--- src/rtl/aevc_pkg.sv ---
// ----------------------------------------------------------------------------
// aevc_pkg
// Shared types and constants of the accelerated encoder value counter.
// ----------------------------------------------------------------------------
`default_nettype none

package aevc_pkg;

	localparam int unsigned DATA_W    = 32;
	localparam int unsigned STEP_W    = 8;
	localparam int unsigned BYTES_W   = 3;
	localparam int unsigned CFG_IDX_W = 3;

	// Tick thresholds for the acceleration steps
	localparam logic [31:0] TICK_SLOW = 32'h0000_3fff;
	localparam logic [31:0] TICK_MUL2 = 32'h0000_1fff;
	localparam logic [31:0] TICK_MUL4 = 32'h0000_0fff;
	localparam logic [31:0] TICK_MUL8 = 32'h0000_07ff;

	// Request codes
	typedef enum logic [1:0] {
		REQ_TICK = 2'd0,
		REQ_INC  = 2'd1,
		REQ_DEC  = 2'd2,
		REQ_LOAD = 2'd3
	} req_t;

	// Configuration register indexes
	typedef enum logic [CFG_IDX_W-1:0] {
		REG_STEP_SIZE      = 3'd0,
		REG_MIN_VALUE      = 3'd1,
		REG_MAX_VALUE      = 3'd2,
		REG_DISPLAY_OFFSET = 3'd3,
		REG_NUMERIC_MODE   = 3'd4,
		REG_VALUE_BYTES    = 3'd5
	} reg_idx_t;

	typedef struct packed {
		logic [STEP_W-1:0]        step_size;
		logic [DATA_W-1:0]        min_value;
		logic [DATA_W-1:0]        max_value;
		logic signed [DATA_W-1:0] display_offset;
		logic                     numeric_mode;
		logic [BYTES_W-1:0]       value_bytes;
	} cfg_t;

	typedef struct packed {
		logic [DATA_W-1:0] stored_value;
		logic [DATA_W-1:0] shown_value;
	} result_t;

endpackage

`default_nettype wire

--- src/rtl/aevc_if.sv ---
// ----------------------------------------------------------------------------
// aevc_if
// Valid/ready channels: request items in, result items out.
// ----------------------------------------------------------------------------
`default_nettype none

interface aevc_in_if;
	logic        valid;
	logic        ready;
	logic [1:0]  req_type;
	logic [31:0] load_value;

	modport source (output valid, output req_type, output load_value, input ready);
	modport sink   (input valid, input req_type, input load_value, output ready);
endinterface

interface aevc_out_if;
	logic        valid;
	logic        ready;
	logic [31:0] stored_value;
	logic [31:0] shown_value;

	modport source (output valid, output stored_value, output shown_value, input ready);
	modport sink   (input valid, input stored_value, input shown_value, output ready);
endinterface

`default_nettype wire

--- src/rtl/aevc_cfg.sv ---
// ----------------------------------------------------------------------------
// aevc_cfg
// Configuration register file, written through a plain write port.
// ----------------------------------------------------------------------------
`default_nettype none

module aevc_cfg
	import aevc_pkg::*;
(
	input  logic                 clk,
	input  logic                 arst_n,
	input  logic                 cfg_wr_en,
	input  logic [CFG_IDX_W-1:0] cfg_index,
	input  logic [DATA_W-1:0]    cfg_wdata,
	output cfg_t                 cfg
);

	cfg_t cfg_q;

	always_ff @(posedge clk or negedge arst_n) begin
		if (!arst_n) begin
			cfg_q.step_size      <= STEP_W'(1);
			cfg_q.min_value      <= '0;
			cfg_q.max_value      <= DATA_W'(127);
			cfg_q.display_offset <= '0;
			cfg_q.numeric_mode   <= 1'b0;
			cfg_q.value_bytes    <= BYTES_W'(1);
		end else if (cfg_wr_en) begin
			unique case (reg_idx_t'(cfg_index))
				REG_STEP_SIZE:      cfg_q.step_size      <= cfg_wdata[STEP_W-1:0];
				REG_MIN_VALUE:      cfg_q.min_value      <= cfg_wdata;
				REG_MAX_VALUE:      cfg_q.max_value      <= cfg_wdata;
				REG_DISPLAY_OFFSET: cfg_q.display_offset <= $signed(cfg_wdata);
				REG_NUMERIC_MODE:   cfg_q.numeric_mode   <= cfg_wdata[0];
				REG_VALUE_BYTES:    cfg_q.value_bytes    <= cfg_wdata[BYTES_W-1:0];
				default: ;
			endcase
		end
	end

	assign cfg = cfg_q;

endmodule

`default_nettype wire

--- src/rtl/aevc_core.sv ---
// ----------------------------------------------------------------------------
// aevc_core
// Value, tick counter and wrap flag with their update logic.
// ----------------------------------------------------------------------------
`default_nettype none

module aevc_core
	import aevc_pkg::*;
#(
	parameter int unsigned TICK_WIDTH = 16
) (
	input  logic              clk,
	input  logic              arst_n,
	input  logic              fire,
	input  req_t              req,
	input  logic [DATA_W-1:0] load_value,
	input  cfg_t              cfg,
	output result_t           res
);

	logic [DATA_W-1:0]     param_q;
	logic [TICK_WIDTH-1:0] tick_q;
	logic                  wrap_q;

	logic [DATA_W-1:0]     param_d;
	logic [TICK_WIDTH-1:0] tick_d;
	logic                  wrap_d;

	logic [DATA_W-1:0] mask;
	logic [DATA_W-1:0] data;
	logic [DATA_W-1:0] data_d;
	logic [31:0]       tick_ext;
	logic [STEP_W-1:0] accel;
	logic [STEP_W-1:0] step;
	logic              accel_ok;
	logic              inc_room;
	logic              dec_room;
	logic              wr;

	// value width; out-of-range byte counts clamp to 1 or 4
	always_comb begin
		case (cfg.value_bytes) inside
			3'd0, 3'd1: mask = 32'h0000_00ff;
			3'd2:       mask = 32'h0000_ffff;
			3'd3:       mask = 32'h00ff_ffff;
			default:    mask = 32'hffff_ffff;
		endcase
	end

	assign tick_ext = 32'(tick_q);
	assign data     = param_q & mask;
	assign accel_ok = !wrap_q && (tick_ext <= TICK_SLOW);

	// multiple of the step, kept to 8 bits
	always_comb begin
		if (tick_ext > TICK_MUL2)
			accel = {cfg.step_size[STEP_W-2:0], 1'b0};
		else if (tick_ext > TICK_MUL4)
			accel = {cfg.step_size[STEP_W-3:0], 2'b0};
		else if (tick_ext > TICK_MUL8)
			accel = {cfg.step_size[STEP_W-4:0], 3'b0};
		else
			accel = {cfg.step_size[STEP_W-5:0], 4'b0};
	end

	// near-bound checks, carried one bit wider so nothing wraps
	assign inc_room = ({1'b0, data} + 33'(accel) + 33'd1) < {1'b0, cfg.max_value};
	assign dec_room = ({1'b0, data} + 33'd1) > ({1'b0, cfg.min_value} + 33'(accel));

	always_comb begin
		tick_d = tick_q;
		wrap_d = wrap_q;
		data_d = data;
		step   = STEP_W'(1);
		wr     = 1'b0;
		unique case (req)
			REQ_TICK: begin
				tick_d = tick_q + TICK_WIDTH'(1);
				if (tick_d == '0)
					wrap_d = 1'b1;
			end
			REQ_LOAD: begin
				data_d = load_value;
				wr     = 1'b1;
			end
			REQ_INC: begin
				if (data < cfg.max_value) begin
					if (cfg.numeric_mode) begin
						step = cfg.step_size;
					end else begin
						if (accel_ok && inc_room)
							step = accel;
						tick_d = '0;
						wrap_d = 1'b0;
					end
					data_d = data + DATA_W'(step);
					wr     = 1'b1;
				end
			end
			REQ_DEC: begin
				if (data > cfg.min_value) begin
					if (cfg.numeric_mode) begin
						step = cfg.step_size;
					end else begin
						if (accel_ok && dec_room)
							step = accel;
						tick_d = '0;
						wrap_d = 1'b0;
					end
					data_d = data - DATA_W'(step);
					wr     = 1'b1;
				end
			end
		endcase
	end

	// upper bytes beyond the configured width keep their contents
	assign param_d = wr ? ((param_q & ~mask) | (data_d & mask)) : param_q;

	assign res.stored_value = param_d & mask;
	assign res.shown_value  = res.stored_value + $unsigned(cfg.display_offset);

	always_ff @(posedge clk or negedge arst_n) begin
		if (!arst_n) begin
			param_q <= '0;
			tick_q  <= '0;
			wrap_q  <= 1'b0;
		end else if (fire) begin
			param_q <= param_d;
			tick_q  <= tick_d;
			wrap_q  <= wrap_d;
		end
	end

endmodule

`default_nettype wire

--- src/rtl/accelerated_encoder_value_counter_top.sv ---
// ----------------------------------------------------------------------------
// accelerated_encoder_value_counter_top
// Rotary encoder parameter counter with speed-dependent step size.
// ----------------------------------------------------------------------------
// Usage:
//  - in_ch carries request items: timer tick, increase detent, decrease
//    detent or direct load. out_ch returns one result item per request:
//    the stored value and the shown value (stored plus display offset).
//  - Config is a plain write port (cfg_wr_en, cfg_index, cfg_wdata); write
//    it only while no item is in flight.
//  - An item accepted on in_ch passes the input register, then one pass of
//    update logic into the result register, before its result shows on
//    out_ch. Throughput: one item per cycle while out_ch is not stalled; the
//    value, tick counter and wrap flag update in the same cycle, so the next item sees them.
//  - The update is one compare/add pass (core), set by the 33-bit bound
//    compare feeding the 32-bit add/subtract.
//  - Reset clears the value, tick counter and wrap flag; registers return to
//    step 1, min 0, max 127, offset 0, accelerated mode, one byte.
//  - When the receiver stalls, the result holds on out_ch and one more item
//    waits in the input register; then in_ch.ready drops.
// ----------------------------------------------------------------------------
`default_nettype none

module accelerated_encoder_value_counter_top
	import aevc_pkg::*;
#(
	parameter int unsigned TICK_WIDTH = 16
) (
	input  logic                 clk,
	input  logic                 arst_n,
	aevc_in_if.sink              in_ch,
	aevc_out_if.source           out_ch,
	input  logic                 cfg_wr_en,
	input  logic [CFG_IDX_W-1:0] cfg_index,
	input  logic [DATA_W-1:0]    cfg_wdata
);

	cfg_t    cfg;
	result_t res;

	// input register
	logic              valid_s1;
	req_t              req_s1;
	logic [DATA_W-1:0] load_s1;

	// result register
	logic              out_valid_q;
	logic [DATA_W-1:0] stored_q;
	logic [DATA_W-1:0] shown_q;

	logic advance;
	logic in_fire;

	// item in the input register moves on when the result slot is free
	assign advance     = valid_s1 && (!out_valid_q || out_ch.ready);
	assign in_ch.ready = !valid_s1 || advance;
	assign in_fire     = in_ch.valid && in_ch.ready;

	aevc_cfg u_cfg (
		.clk       (clk),
		.arst_n    (arst_n),
		.cfg_wr_en (cfg_wr_en),
		.cfg_index (cfg_index),
		.cfg_wdata (cfg_wdata),
		.cfg       (cfg)
	);

	aevc_core #(
		.TICK_WIDTH (TICK_WIDTH)
	) u_core (
		.clk        (clk),
		.arst_n     (arst_n),
		.fire       (advance),
		.req        (req_s1),
		.load_value (load_s1),
		.cfg        (cfg),
		.res        (res)
	);

	always_ff @(posedge clk or negedge arst_n) begin
		if (!arst_n) begin
			valid_s1 <= 1'b0;
		end else if (in_fire) begin
			valid_s1 <= 1'b1;
		end else if (advance) begin
			valid_s1 <= 1'b0;
		end
	end

	always_ff @(posedge clk) begin
		if (in_fire) begin
			req_s1  <= req_t'(in_ch.req_type);
			load_s1 <= in_ch.load_value;
		end
	end

	always_ff @(posedge clk or negedge arst_n) begin
		if (!arst_n) begin
			out_valid_q <= 1'b0;
		end else if (advance) begin
			out_valid_q <= 1'b1;
		end else if (out_ch.ready) begin
			out_valid_q <= 1'b0;
		end
	end

	always_ff @(posedge clk) begin
		if (advance) begin
			stored_q <= res.stored_value;
			shown_q  <= res.shown_value;
		end
	end

	assign out_ch.valid        = out_valid_q;
	assign out_ch.stored_value = stored_q;
	assign out_ch.shown_value  = shown_q;

endmodule

`default_nettype wire
--- src/flat_wrapper.sv ---
// flat-port wrapper written by rule: the top's interface ports become plain ports
module accelerated_encoder_value_counter_top_flat import aevc_pkg::*;
#(
	parameter int unsigned TICK_WIDTH = 16
)
  (clk, arst_n, cfg_wr_en, cfg_index, cfg_wdata, in_ch_valid, in_ch_req_type, in_ch_load_value, in_ch_ready, out_ch_valid, out_ch_stored_value, out_ch_shown_value, out_ch_ready);
  aevc_in_if in_ch_i ();
  aevc_out_if out_ch_i ();
  input  logic clk;
  input  logic arst_n;
  input  logic cfg_wr_en;
  input  logic [CFG_IDX_W-1:0] cfg_index;
  input  logic [DATA_W-1:0] cfg_wdata;
  input wire logic [$bits(in_ch_i.valid)-1:0] in_ch_valid;
  input wire logic [$bits(in_ch_i.req_type)-1:0] in_ch_req_type;
  input wire logic [$bits(in_ch_i.load_value)-1:0] in_ch_load_value;
  output wire logic [$bits(in_ch_i.ready)-1:0] in_ch_ready;
  output wire logic [$bits(out_ch_i.valid)-1:0] out_ch_valid;
  output wire logic [$bits(out_ch_i.stored_value)-1:0] out_ch_stored_value;
  output wire logic [$bits(out_ch_i.shown_value)-1:0] out_ch_shown_value;
  input wire logic [$bits(out_ch_i.ready)-1:0] out_ch_ready;
  assign in_ch_i.valid = in_ch_valid;
  assign in_ch_i.req_type = in_ch_req_type;
  assign in_ch_i.load_value = in_ch_load_value;
  assign in_ch_ready = in_ch_i.ready;
  assign out_ch_valid = out_ch_i.valid;
  assign out_ch_stored_value = out_ch_i.stored_value;
  assign out_ch_shown_value = out_ch_i.shown_value;
  assign out_ch_i.ready = out_ch_ready;
  accelerated_encoder_value_counter_top #(.TICK_WIDTH(TICK_WIDTH)) u_core (.clk(clk), .arst_n(arst_n), .in_ch(in_ch_i), .out_ch(out_ch_i), .cfg_wr_en(cfg_wr_en), .cfg_index(cfg_index), .cfg_wdata(cfg_wdata));
endmodule
--- config.mk ---
export PLATFORM = sky130hd
export DESIGN_NAME = accelerated_encoder_value_counter_top_flat
export DESIGN_NICKNAME = d
export VERILOG_FILES = /design/src/rtl/aevc_pkg.sv /design/src/rtl/aevc_if.sv /design/src/rtl/aevc_cfg.sv /design/src/rtl/aevc_core.sv /design/src/rtl/accelerated_encoder_value_counter_top.sv /design/src/flat_wrapper.sv
export SDC_FILE = /design/constraint.sdc
export NUM_CORES = 1
export LEC_CHECK = 0
export ABC_AREA = 0
export BUFFER_PORTS_ARGS = -buffer_cell sky130_fd_sc_hd__buf_2
export CELL_PAD_IN_SITES_DETAIL_PLACEMENT = 2
export CELL_PAD_IN_SITES_GLOBAL_PLACEMENT = 2
export CORE_MARGIN = 10
export CORE_UTILIZATION = 39
export CTS_CLUSTER_DIAMETER = 200
export CTS_CLUSTER_SIZE = 14
export DETAILED_ROUTE_END_ITERATION = 10
export GPL_ROUTABILITY_DRIVEN = 0
export PLACE_DENSITY_LB_ADDON = 0.1
export SLEW_MARGIN = 20
export SYNTH_ARGS = -nofsm -noshare
export SYNTH_HDL_FRONTEND = slang
export SYNTH_SLANG_ARGS = --single-unit
--- constraint.sdc ---
create_clock -name clk -period 10.2 [get_ports clk]
set_input_delay 1.53 -clock clk [delete_from_list [all_inputs] [get_ports clk]]
set_output_delay 1.53 -clock clk [all_outputs]
set_load 0.02 [all_outputs]
==> results.toml <==
[job]
cap_violations = 0

[hold_path]
min-delay-start = "u_core.u_core.wrap_q"
whs_path_depth = 1
hold_path.class = "flop to flop"
holdPathEnd = "u_core.u_core.wrap_q"

[clock_tree]
clk_latency_ns = 0.56
cts_tree = "yes"
cts_made_buffers = 22
clk_pin_slew_worst_paths_ns = 0.07
cts.sink_count = 257
htree_levels = 1
clockRootBuffer = "clkbuf_16"
cts_max_path_buffers = 3

[worst_setup_path]
start_kind = "flop"
criticalPathCategory = "flop to flop"
crit_arrival_ns = 10.18
crit_fanout = 7
r2r_setup_slack_ns = 0.33
rr_endpoint = "u_core.out_ch.shown_value[31]"
path_common_cell = "buf_4"
cp_slowest_cell = "fa_1"
r2r-start = "u_core.u_core.tick_q[14]"
rr_worst_depth = 50
cp-end-kind = "flop"
critPathRequiredTime_ns = 10.51
max_stage_delay_ns = 0.44

[run_status]
outcome = "finished clean"

[synthesis]
yosys_warnings = 0
ys_seq_area_share_pct = 36.9
synth_area_um2 = 18800
synth.ff_latch_count = 257
synth.avg_cell_area_um2 = 9.26
syn-instance-count = 2029
ys_types = 100
synthArstFlopShare_pct = 61.9
synth_edf_count = 98
synth_flop_cell = "dfrtp_1"
syn_nets = 2304

[floorplanning]
die_area_um2 = 57400
fp.dieH_um = 240
fp.coreArea_um2 = 47600
die_w_um = 240
start_util_pct = 39.4
num_rows = 80
design.portCount = 140

[timing]
setup_viol = 0
hold_ws_ns = 0.510
rsz0062_at_grt = "yes"
final-hold-violation-count = 0
fin_ws_ns = 0.330
post-route-period-util_pct = 96.8
worst_pin_slew_ns = 1.09
skew_ns = 0.0207
max_slew_margin_pct = 26.9
fin_setup_tns_ns = 0
min_period_ns = 9.87
max_freq_mhz = 101
slew_viol_final = 0

[global_routing]
grt_overflow_total = 0
antenna_found_initial = 2
grt_max_degree = 65
grt_use_total_pct = 26.8
grt_pass1_vias = 18800
grt_pass1_wl_um = 118000

[final_layout]
fin_nets = 2553
area_growth_pct = 17.5
fin_util_pct = 46.3
drive_gt1_share_pct = 21.3
layout_common_cells = "nand2_1, ha_1, buf_4"
fillers = 5120
diodes = 0
mostFrequentLayoutCell = "nand2_1"

[pwr]
total_power_mw = 6.03
p_per_area_nw_per_um2 = 273
vdd_drop_max_mv = 0.112
p_leak_nw = 9.78

[place]
portBuffers = 139
post-dp-hpwl_um = 61600
pre_cts_ws_ns = -0.648

[detailed_routing]
drtAntennaViolNets = 0
vias = 17300
drt_iter0_drc = 1181
finalWirelength_um = 78300
vias_per_cell = 5.96
first_pass_iters = 5
drc = 0
avgRoutedWirePerCell_um = 26.9
==> cell usage after synthesis (5+ instances only) <==
library cell  instances  share of area, %
a21boi_0             15              0.60
o211ai_1              5              0.20
o31ai_1              13              0.52
nand3_1              70               1.9
fa_1                  5              0.53
a211oi_1             17              0.68
edfxtp_1             98                16
xor2_1               20              0.93
o21a_1               21              0.84
dfrtp_1             150                20
ha_1                196                13
o221ai_1              7              0.33
mux2i_1              10              0.53
o21bai_1             12              0.48
and2_1               11              0.37
xnor2_1             137               6.4
nor3_1               39               1.0
and3_1               26              0.87
or3_1                 7              0.23
a2111oi_0             7              0.33
a222oi_1             13              0.69
o22ai_1               5              0.17
clkbuf_1             55               1.1
inv_1               125               2.5
nand2_1             220               4.4
a21oi_1             121               3.2
a31oi_1               9              0.30
nor2b_1              14              0.47
nor4_1               17              0.57
o21ai_0             174               4.6
nor2_1              119               2.4
a22oi_1               7              0.28
a22o_1                8              0.37
dfstp_2               9               1.3
nand4_1              39               1.3
mux2_2               50               3.0
buf_2                11              0.29
nand2b_1             12              0.40
a21o_1               52               2.1
==> final cells by class <==
| cell class | count | area (um2) | share of cell area (%) |
|---|---|---|---|
| tap | 615 | 769 | 3.49 |
| clock buffer | 37 | 607 | 2.75 |
| sequential | 257 | 6930 | 31.4 |
| timing repair buffer | 301 | 1920 | 8.69 |
| clock inverter | 2 | 27.5 | 0.125 |
| inverter | 130 | 489 | 2.22 |
| multi-input combinational | 1566 | 11300 | 51.3 |
==> registers in the layout, indices dropped and copies added (netlist names) <==
register / cells
u_core.out_ch.valid: 1
u_core.u_cfg.cfg: 108
u_core.valid_s1: 1
u_core.out_ch.stored_value: 32
u_core.req_s1: 2
u_core.u_core.tick_q: 16
u_core.u_core.param_q: 32
u_core.u_core.wrap_q: 1
u_core.load_s1: 32
u_core.out_ch.shown_value: 32
==> per-stage QoR <==
stage          cell area, um2  instances
6_report                22100       2908
4_1_cts                 21900       2899
5_1_grt                 22100       2908
3_3_place_gp            21100       2857
3_5_place_dp            21100       2857
2_1_floorplan           18800       2029
==> cells by family (layout without fill, tap and decap cells) <==
logic type | count (synthesis) | in the layout | synth area share (%)
XOR/XNOR | 157 | 157 | 7.32
adder cells (fa/ha/maj) | 201 | 201 | 13.6
flip-flops | 257 | 257 | 36.9
multiplexers | 60 | 60 | 3.53
buffers and inverters | 206 | 470 | 4.51
AND/OR/NAND/NOR | 612 | 612 | 15.9
AO/OA/AOI/OAI | 536 | 536 | 18.3
==> worst max path at each step <==
stage | endpoint | cells after the start | from
after detailed placement | u_core.out_ch.shown_value[30] | 49 | u_core.u_core.tick_q[14]
final | u_core.out_ch.shown_value[31] | 50 | u_core.u_core.tick_q[14]
after CTS | u_core.out_ch.shown_value[31] | 51 | u_core.u_core.tick_q[15]
after global routing | u_core.out_ch.shown_value[31] | 52 | u_core.u_core.tick_q[14]
after global placement | u_core.out_ch.shown_value[30] | 49 | u_core.u_core.tick_q[15]
after floorplan | u_core.out_ch.shown_value[30] | 49 | u_core.u_core.tick_q[14]
==> where the power goes <==
| group | switching [mW] | leakage, nW | total [mW] | internal [mW] |
|---|---|---|---|---|
| combinational | 2.14 | 6.59 | 3.55 | 1.41 |
| sequential | 0.261 | 2.89 | 1.66 | 1.40 |
| clock | 0.423 | 0.302 | 0.832 | 0.409 |
| total | 2.82 | 9.78 | 6.03 | 3.21 |
==> worst max-delay path, delay by kind of cell, from the launching register on <==
| kind | cells | cell delay, ns |
|---|---|---|
| AOI/OAI and AO/OA | 23 | 3.63 |
| and+or+nand+nor | 9 | 2.10 |
| buffers and inverters | 10 | 1.61 |
| adders and majority gates | 4 | 1.36 |
| xor gates and xnor gates | 4 | 0.50 |
| DFF | 1 | 0.41 |
==> timing repair <==
item                       in CTS  in global routing
gates resized for setup        33                 51
hold buffers                    0                  0
pin swaps                      10                 32
buffers inserted                3                  9
setup endpoints to repair      15                 20
==> metal layers <==
metal  track usage [%]  wire, um  up-vias
li1                  -         -     7831
met1              36.4     35800     8901
met2              43.4     36100      460
met3              4.40      4130      125
met4              7.29      2340        2
met5                 0        13        -
No activity file was read; power rests on OpenSTA's default activity.
